[src/hw/rtl/bfd_pkg.sv]
// Package for the bootloader frame deframer: constants, field layout, CRC-32 step.
// No dependencies.
`default_nettype none

package bfd_pkg;

    localparam int HEADER_BYTES = 18;
    localparam int FILL_W       = 5;

    localparam logic [31:0] CRC_INIT = 32'hFFFF_FFFF;
    localparam logic [31:0] CRC_POLY = 32'hEDB8_8320;

    // configuration register indexes
    localparam logic [1:0] CFG_MAGIC_FIRST  = 2'd0;
    localparam logic [1:0] CFG_MAGIC_SECOND = 2'd1;
    localparam logic [1:0] CFG_VERSION      = 2'd2;

    // result kind carried on tuser
    localparam logic KIND_HEADER  = 1'b0;
    localparam logic KIND_PAYLOAD = 1'b1;

    // result tdata layout
    localparam int M_TDATA_W = 96;

    typedef logic [7:0] t_byte;

    // reflected CRC-32, one byte
    function automatic logic [31:0] crc32_byte(input logic [31:0] crc, input t_byte b);
        logic [31:0] c;
        c = crc ^ {24'd0, b};
        for (int i = 0; i < 8; i++) begin
            c = (c >> 1) ^ (c[0] ? CRC_POLY : 32'd0);
        end
        return c;
    endfunction

endpackage

`default_nettype wire

[src/hw/rtl/bootloader_frame_deframer_core.sv]
// Bootloader frame deframer: header window search, field extraction, payload CRC-32.
// Depends on bfd_pkg.
// Window shift and bytewise CRC step are combinational; results are registered.
// Throughput: one byte per cycle while no result is held or m_tready is high.
// Reset: synchronous active-low; clears window fill, payload state, CRC and
// configuration registers; the output register comes up empty.
`default_nettype none

module bootloader_frame_deframer_core #(
    parameter int MAX_CHUNK = 256
) (
    input  wire         i_clk,
    input  wire         i_rst_n,
    // configuration
    input  wire         i_cfg_we,
    input  wire  [1:0]  i_cfg_addr,
    input  wire  [7:0]  i_cfg_wdata,
    // byte stream in
    input  wire         s_tvalid,
    output logic        s_tready,
    input  wire  [7:0]  s_tdata,   // [7:0] data_byte
    // result stream out
    output logic        m_tvalid,
    input  wire         m_tready,
    // [7:0] command, [39:8] address, [48:40] length, [80:49] frame_crc,
    // [88:81] payload_byte, [89] crc_ok, [95:90] zero
    output logic [bfd_pkg::M_TDATA_W-1:0] m_tdata,
    output logic        m_tlast,
    output logic        m_tuser    // [0] kind
);

    localparam int LEFT_W = $clog2(MAX_CHUNK + 1);
    localparam int HB     = bfd_pkg::HEADER_BYTES;

    logic [7:0] r_magic_first, r_magic_second, r_version;

    bfd_pkg::t_byte r_win [HB];
    bfd_pkg::t_byte n_win [HB];
    logic [bfd_pkg::FILL_W-1:0] r_fill;
    logic                       r_in_payload;
    logic [LEFT_W-1:0]          r_left;
    logic [31:0]                r_crc;

    logic        r_valid;
    logic [7:0]  r_command;
    logic [31:0] r_address;
    logic [8:0]  r_length;
    logic [31:0] r_fcrc_out;
    logic [7:0]  r_payload;
    logic        r_last;
    logic        r_crc_ok;
    logic        r_kind;

    logic        accept;
    logic        win_full;
    logic        hdr_ok;
    logic [31:0] len32;
    logic [31:0] hdr_fcrc;
    logic [31:0] win_fcrc;
    logic [31:0] crc_next;
    logic        pay_last;

    assign s_tready = !r_valid || m_tready;
    assign accept   = s_tvalid && s_tready;

    always_comb begin
        for (int i = 0; i < HB - 1; i++) begin
            n_win[i] = r_win[i + 1];
        end
        n_win[HB - 1] = s_tdata;
    end

    assign win_full = (r_fill == bfd_pkg::FILL_W'(HB - 1));
    assign len32    = {n_win[13], n_win[12], n_win[11], n_win[10]};
    assign hdr_fcrc = {n_win[17], n_win[16], n_win[15], n_win[14]};
    assign win_fcrc = {r_win[17], r_win[16], r_win[15], r_win[14]};
    assign hdr_ok   = win_full
                   && (n_win[0] == r_magic_first)
                   && (n_win[1] == r_magic_second)
                   && (n_win[2] == r_version)
                   && (len32 <= 32'(MAX_CHUNK));
    assign crc_next = bfd_pkg::crc32_byte(r_crc, s_tdata);
    assign pay_last = (r_left == LEFT_W'(1));

    // configuration registers
    always_ff @(posedge i_clk) begin
        if (!i_rst_n) begin
            r_magic_first  <= '0;
            r_magic_second <= '0;
            r_version      <= '0;
        end else if (i_cfg_we) begin
            unique case (i_cfg_addr)
                bfd_pkg::CFG_MAGIC_FIRST:  r_magic_first  <= i_cfg_wdata;
                bfd_pkg::CFG_MAGIC_SECOND: r_magic_second <= i_cfg_wdata;
                bfd_pkg::CFG_VERSION:      r_version      <= i_cfg_wdata;
                default: ;
            endcase
        end
    end

    // header window holds through the payload to supply frame_crc
    always_ff @(posedge i_clk) begin
        if (accept && !r_in_payload) begin
            for (int i = 0; i < HB; i++) begin
                r_win[i] <= n_win[i];
            end
        end
    end

    // frame control state
    always_ff @(posedge i_clk) begin
        if (!i_rst_n) begin
            r_fill       <= '0;
            r_in_payload <= 1'b0;
            r_left       <= '0;
            r_crc        <= bfd_pkg::CRC_INIT;
        end else if (accept) begin
            if (r_in_payload) begin
                r_left <= r_left - LEFT_W'(1);
                if (pay_last) begin
                    r_in_payload <= 1'b0;
                    r_fill       <= '0;
                    r_crc        <= bfd_pkg::CRC_INIT;
                end else begin
                    r_crc <= crc_next;
                end
            end else if (!win_full) begin
                r_fill <= r_fill + bfd_pkg::FILL_W'(1);
            end else if (hdr_ok) begin
                r_fill <= '0;
                r_crc  <= bfd_pkg::CRC_INIT;
                if (len32 != 32'd0) begin
                    r_in_payload <= 1'b1;
                    r_left       <= len32[LEFT_W-1:0];
                end
            end
        end
    end

    // output register valid
    always_ff @(posedge i_clk) begin
        if (!i_rst_n) begin
            r_valid <= 1'b0;
        end else if (accept && (r_in_payload || hdr_ok)) begin
            r_valid <= 1'b1;
        end else if (m_tready) begin
            r_valid <= 1'b0;
        end
    end

    // output register payload
    always_ff @(posedge i_clk) begin
        if (accept) begin
            if (r_in_payload) begin
                r_kind     <= bfd_pkg::KIND_PAYLOAD;
                r_command  <= '0;
                r_address  <= '0;
                r_length   <= '0;
                r_fcrc_out <= '0;
                r_payload  <= s_tdata;
                r_last     <= pay_last;
                r_crc_ok   <= pay_last && ((~crc_next) == win_fcrc);
            end else if (hdr_ok) begin
                r_kind     <= bfd_pkg::KIND_HEADER;
                r_command  <= n_win[3];
                r_address  <= {n_win[9], n_win[8], n_win[7], n_win[6]};
                r_length   <= len32[8:0];
                r_fcrc_out <= hdr_fcrc;
                r_payload  <= '0;
                r_last     <= (len32 == 32'd0);
                r_crc_ok   <= (len32 == 32'd0) && (hdr_fcrc == 32'd0);
            end
        end
    end

    assign m_tvalid = r_valid;
    assign m_tdata  = {6'd0, r_crc_ok, r_payload, r_fcrc_out, r_length, r_address, r_command};
    assign m_tlast  = r_last;
    assign m_tuser  = r_kind;

endmodule

`default_nettype wire

[config.mk]
export PLATFORM = sky130hd
export DESIGN_NAME = bootloader_frame_deframer_core
export DESIGN_NICKNAME = d
export VERILOG_FILES = /design/src/hw/rtl/bfd_pkg.sv /design/src/hw/rtl/bootloader_frame_deframer_core.sv
export SDC_FILE = /design/constraint.sdc
export NUM_CORES = 1
export LEC_CHECK = 0
export BUFFER_PORTS_ARGS = -buffer_cell sky130_fd_sc_hd__buf_2
export CAP_MARGIN = 20
export CORE_MARGIN = 5
export CORE_UTILIZATION = 47
export CTS_CLUSTER_SIZE = 14
export DETAILED_ROUTE_END_ITERATION = 10
export MAX_ROUTING_LAYER = met4
export PLACE_DENSITY = 0.66
export SYNTH_ARGS = -nofsm -noshare
export SYNTH_HDL_FRONTEND = slang
export SYNTH_SLANG_ARGS = --single-unit
[constraint.sdc]
create_clock -name i_clk -period 21.3 [get_ports i_clk]
set_input_delay 4.26 -clock i_clk [delete_from_list [all_inputs] [get_ports i_clk]]
set_output_delay 4.26 -clock i_clk [all_outputs]
set_load 0.01 [all_outputs]
* Word-level counts from Yosys, hierarchy flattened
Memory sizes are Yosys's and may differ from the RTL's. Index checks and enable logic that the tools add are counted.
Storage, ports and cells: flip-flop bits (word level) 164, latch bits 0, RAM bits 144, bits in read-only memories 0, input port bits 23, output and inout bits 100, logic and storage cells 108, memories 1
Operators by class: add/subtract/negate cells 2, $mul 0, div/mod/pow operators 0, order comparisons 1, eq/ne operators 10, shift-type cells 0, muxes and demuxes 40, bitwise logic cells 10, reduce and logical (&&, ||, !) cells 28
Memories:
- r_win | words 18, bits a word 8, rd ports 17, clocked after Yosys merged registers in 0, wr ports 18, RTL line bootloader_frame_deframer_core.sv:37 | bfd_pkg::t_byte r_win [HB];
Operators with widths (number):
- 32-bit two-way mux | 14
- 31-bit by 32-bit bitwise XOR with 32-bit output | 8
- 32-bit zero test | 2
- 9-bit two-way mux | 5
- 32-bit == test | 1
- 32-bit by 9-bit <= comparator with 1-bit output, second input constant | 1
- 32-bit NOT | 1
- 32-bit nonzero test | 1
- 32-bit by 8-bit bitwise XOR with 32-bit output | 1
- 8-bit == test | 3
- 8-bit two-way mux | 3
- 5-bit two-way mux | 4
- 1-bit two-way mux | 14
- 9-bit by 1-bit == test with 1-bit output, second input constant | 1
- 1-bit logical AND | 9
- 9-bit by 1-bit subtractor with 9-bit output, second input constant | 1
- 2-bit AND reduction | 4
- 2-bit nonzero test | 4
- 3-bit AND reduction | 2
- 5-bit by 1-bit adder with 5-bit output, second input constant | 1
- 5-bit == test, second input constant | 1
- 4-bit AND reduction | 1
- 3-bit by 2-bit inequality test with 1-bit output, second input constant | 1
- 2-bit by 1-bit == test with 1-bit output, second input constant | 1
- 5 further kinds | 7

* Logic depth before layout (Yosys ltp)
word-level depth 21, gate-level depth with buffers 10, gate-level depth less buffers 9

* Worst setup path after synthesis
OpenSTA, ideal clock, no wires.
path kind input to register, start point input m_tready, end point memory r_win[10][0] in the netlist's numbering (enable), setup time 0.635 ns, arrival 10.367 ns, required time 20.665 ns, slack 10.297 ns, stages on the path 3, path buffers 0, path through nand2b_1 -> nand2_1 -> nor2_1
RTL lines:
- start: declaration | RTL line bootloader_frame_deframer_core.sv:24 | input wire m_tready,
- end: declaration | RTL line bootloader_frame_deframer_core.sv:37

* Worst setup path in the final report
start point input m_tready, end point output s_tready
On the way: longest elaborated chain between the ends 1
RTL lines:
- 1-bit logical OR | RTL line bootloader_frame_deframer_core.sv:63 | assign s_tready = !r_valid || m_tready;
- end: declaration | RTL line bootloader_frame_deframer_core.sv:20 | output logic s_tready,
Every way passes these cells.

==> impl_results.md <==
* Setup Buffers After CTS at 0
* Buf+Inv Stages, Crit Path at 2
* Clock Skews at 0.0167 ns
* Switching share of power at 21.9%
* Synth-to-layout area growth at 15.8%
* Post-detail-place hpwl at 17700 µm
* Delay-heaviest family, CP: buffers and inverters
* Outcome: complete, no violations
* Post-synthesis cell area at 0.0124 mm²
* Dominant synthesized flop cell: edfxtp_1
* 1st-pass router iterations at 5
* # diodes at 0
* Synth top cells by count: edfxtp_1, nor2b_1, dfxtp_1, xnor2_1, nand2_1
* EDFF count, synth at 228
* Worst Setup Path Type: in -> out
* Design Power at 1.27 mW
* Buffers added on ports at 116
* Cell mode on critical path: buf_2
* Worst Path Required at 17.04 ns
* Vias in the first global route at 7176
* Die Y at 173 µm
* FF+latch count, synth at 300
* IO Count at 123
* Tmin final at 8.94 ns
* Core Area at 0.0261 mm²
* Post-synth top area share at 55.0%
* Crit path cell chain: buf_2 -> nand2b_1 -> buf_2
* CTS Sinks at 300
* Routed Antenna Nets at 0
* Largest net degree at the start of global routing at 98
* Worst vdd ir at 0.0000672 V
* Crit path largest cell delay at 0.17 ns
* Gate power share at 6.6%
* Initial core utilization at 47.7%
* Cell Int Power at 0.995 mW
* TritonCTS buffer count at 30
* Synth area leaders: edfxtp_1, dfxtp_1, xnor2_1
* Period utilization at 42.0%
* Initial antenna violation count at 0
* Post-CTS Resized at 0
* CTS root buffer: clkbuf_16
* Wirelength per Cell at 19.4 µm
* Final Max Slew Viols at 0
* Critical path fanouts, max at 4
* Die Wd at 173 µm
* Setup TNS at 0 ns
* Setup Viol. Count Final at 0
* Lkg Pwr at 5.25 nW
* Fill cell count at 2124
* Proportion of layout cells with a drive suffix above 1 at 19.7%
* Nets at 1021
* Cell variety after synth at 55
* Number of cells after detailed placement at 1297
* Syn_area_per_cell at 14.3 µm²
* First-pass GRT wire length at 41500 µm
* Worst Hold Class: reg -> reg
* Least-Margin Pin Slew at 1.06 ns
* Vias/cell at 5.28
* Hold buffer count at cts at 0
* Sequential Power Share at 51.8%
* Clk buf depth at 3
* WHS at 0.419 ns
* Yosys top cell by area: edfxtp_1
* Sequential element share of the synthesized area at 66.6%
* Worst setup SP type: input port
* Finished Layout Cells at 1353
* Remaining global-route overflow at 0
* Drc violations at 0
* Highest Clock Rate at 0.112 GHz
* Switching pwr at 0.280 mW
* Final Hold Fails at 0
* Worst Slack Setup Final at 12.36 ns
* Reg clk slew, reported paths at 0.06 ns
* Via Count at 7138
* Crit-path slowest cell: nand2b_1
* H-tree levels at 1
* DRT iter0 DRCs at 619
* CP arrival at 4.68 ns
* Crit. End Element: output port
* Power density over the cells at 88.5 mW/mm²
* CTS tree: built
* Row count at 59
* Worst skew pair latency at 0.55 ns
* Max cap viols at 0
* Synth warnings at 0
* RSZ-0062 raised after global routing: false
* Fraction of registers with async set/reset at 0%
* Most common cell in the synthesized netlist: edfxtp_1
* Relative slew margins at 29.5%
* Clock power frac at 41.6%
* Pre-CTS setup slack at 12.36 ns
* GRT Resource Usage Total at 17.7%
* Wirelength, routed at 26300 µm
* RD Place Congestion at 0.915
* Synthesized netlist cell count at 869
* Die Area at 0.0298 mm²
## worst reg2reg max path: cells and delay by family (launching register included)
family	cells	cell delay (ns)
buffers and inverters	1	0.67
DFF	1	0.47
AOI/OAI and AO/OA	3	1.03
and+or+nand+nor	4	1.12
## state kept, by name, summed over array words and instances, names as in the netlist
register / count
r_address: 32
m_tvalid: 1
r_fcrc_out: 32
r_magic_first: 8
r_version: 8
r_win: 136
r_length: 9
r_magic_second: 8
m_tlast: 1
r_command: 8
r_left: 9
r_in_payload: 1
r_crc: 32
m_tuser: 1
r_crc_ok: 1
r_payload: 8
r_fill: 5
## power by group through the flow
| stage | Clock [mW] | Sequential, mW | Combinational (mW) |
|---|---|---|---|
| floorplan | 0 | 0.669 | 0.0637 |
| global placement | 0 | 0.673 | 0.0826 |
| detailed placement | 0 | 0.673 | 0.0839 |
| CTS | 0.542 | 0.661 | 0.0843 |
| global route | 0.565 | 0.662 | 0.0912 |
| finish | 0.530 | 0.660 | 0.0842 |
## cell families after synthesis
logic type	synth area share (%)
other	0.0301
AOI/OAI and AO/OA	3.46
and+or+nand+nor	11.8
xor gates and xnor gates	11.8
DFF	66.6
muxes	4.26
buffers and inverters	1.64
adders and majority gates	0.402
## area by class of cell
cell class                      count  area (µm²)  area share (%)
Tap cell                          335         419            2.91
Multi-Input combinational cell    529        3980            27.6
Clock inverter                     16         125           0.868
Inverter                            9        33.8           0.234
Sequential cell                   300        8290            57.5
Clock buffer                       40         902            6.26
Timing Repair Buffer              124         661            4.58
## cell usage in the layout (no fill, tap or decap), types with 7 or more instances in the layout
cell | netlist | layout
nand4_1 | 13 | 13
and2_1 | 11 | 11
xnor3_1 | 12 | 12
nand2_1 | 65 | 65
o21ai_0 | 19 | 19
nor2b_1 | 80 | 80
nor4_1 | 19 | 19
clkinv_2 | 0 | 8
dfxtp_1 | 72 | 71
nor2_1 | 46 | 45
buf_4 | 9 | 7
xnor2_2 | 9 | 9
nand3_1 | 7 | 7
nor3_1 | 9 | 9
clkbuf_16 | 0 | 33
edfxtp_1 | 228 | 228
buf_2 | 1 | 116
xnor2_1 | 72 | 72
xor2_1 | 26 | 26
mux2i_1 | 53 | 53
a21oi_1 | 13 | 12
inv_1 | 8 | 8
## stage by stage
step / area [µm²] / util (%)
after detailed placement: 13400 / 51.4
after floorplan: 12500 / -
after global placement: 13400 / 51.3
after global routing: 14400 / 55.3
after CTS: 14400 / 55.3
final: 14400 / 55.3
## path summary, 6_finish.rpt
| kind | startpoint | depth (start not counted) | slack [ns] | endpoint |
|---|---|---|---|---|
| hold reg to reg | r_win[5][0] | 0 | 0.42 | r_win[4][0] |
| setup reg to reg | r_win[14][3] | 8 | 17.86 | r_crc[12] |
| setup / recovery | m_tready | 3 | 12.36 | s_tready |
| hold / removal | r_win[5][0] | 0 | 0.42 | r_win[4][0] |
## layer usage
layer / wire length, µm / global-route usage (%)
met1: 11500 / 23.5
met2: 12600 / 28.4
met3: 1480 / 3.28
met4: 718 / 4.91
met5: 0 / -
No activity file was read; power rests on OpenSTA's default activity.
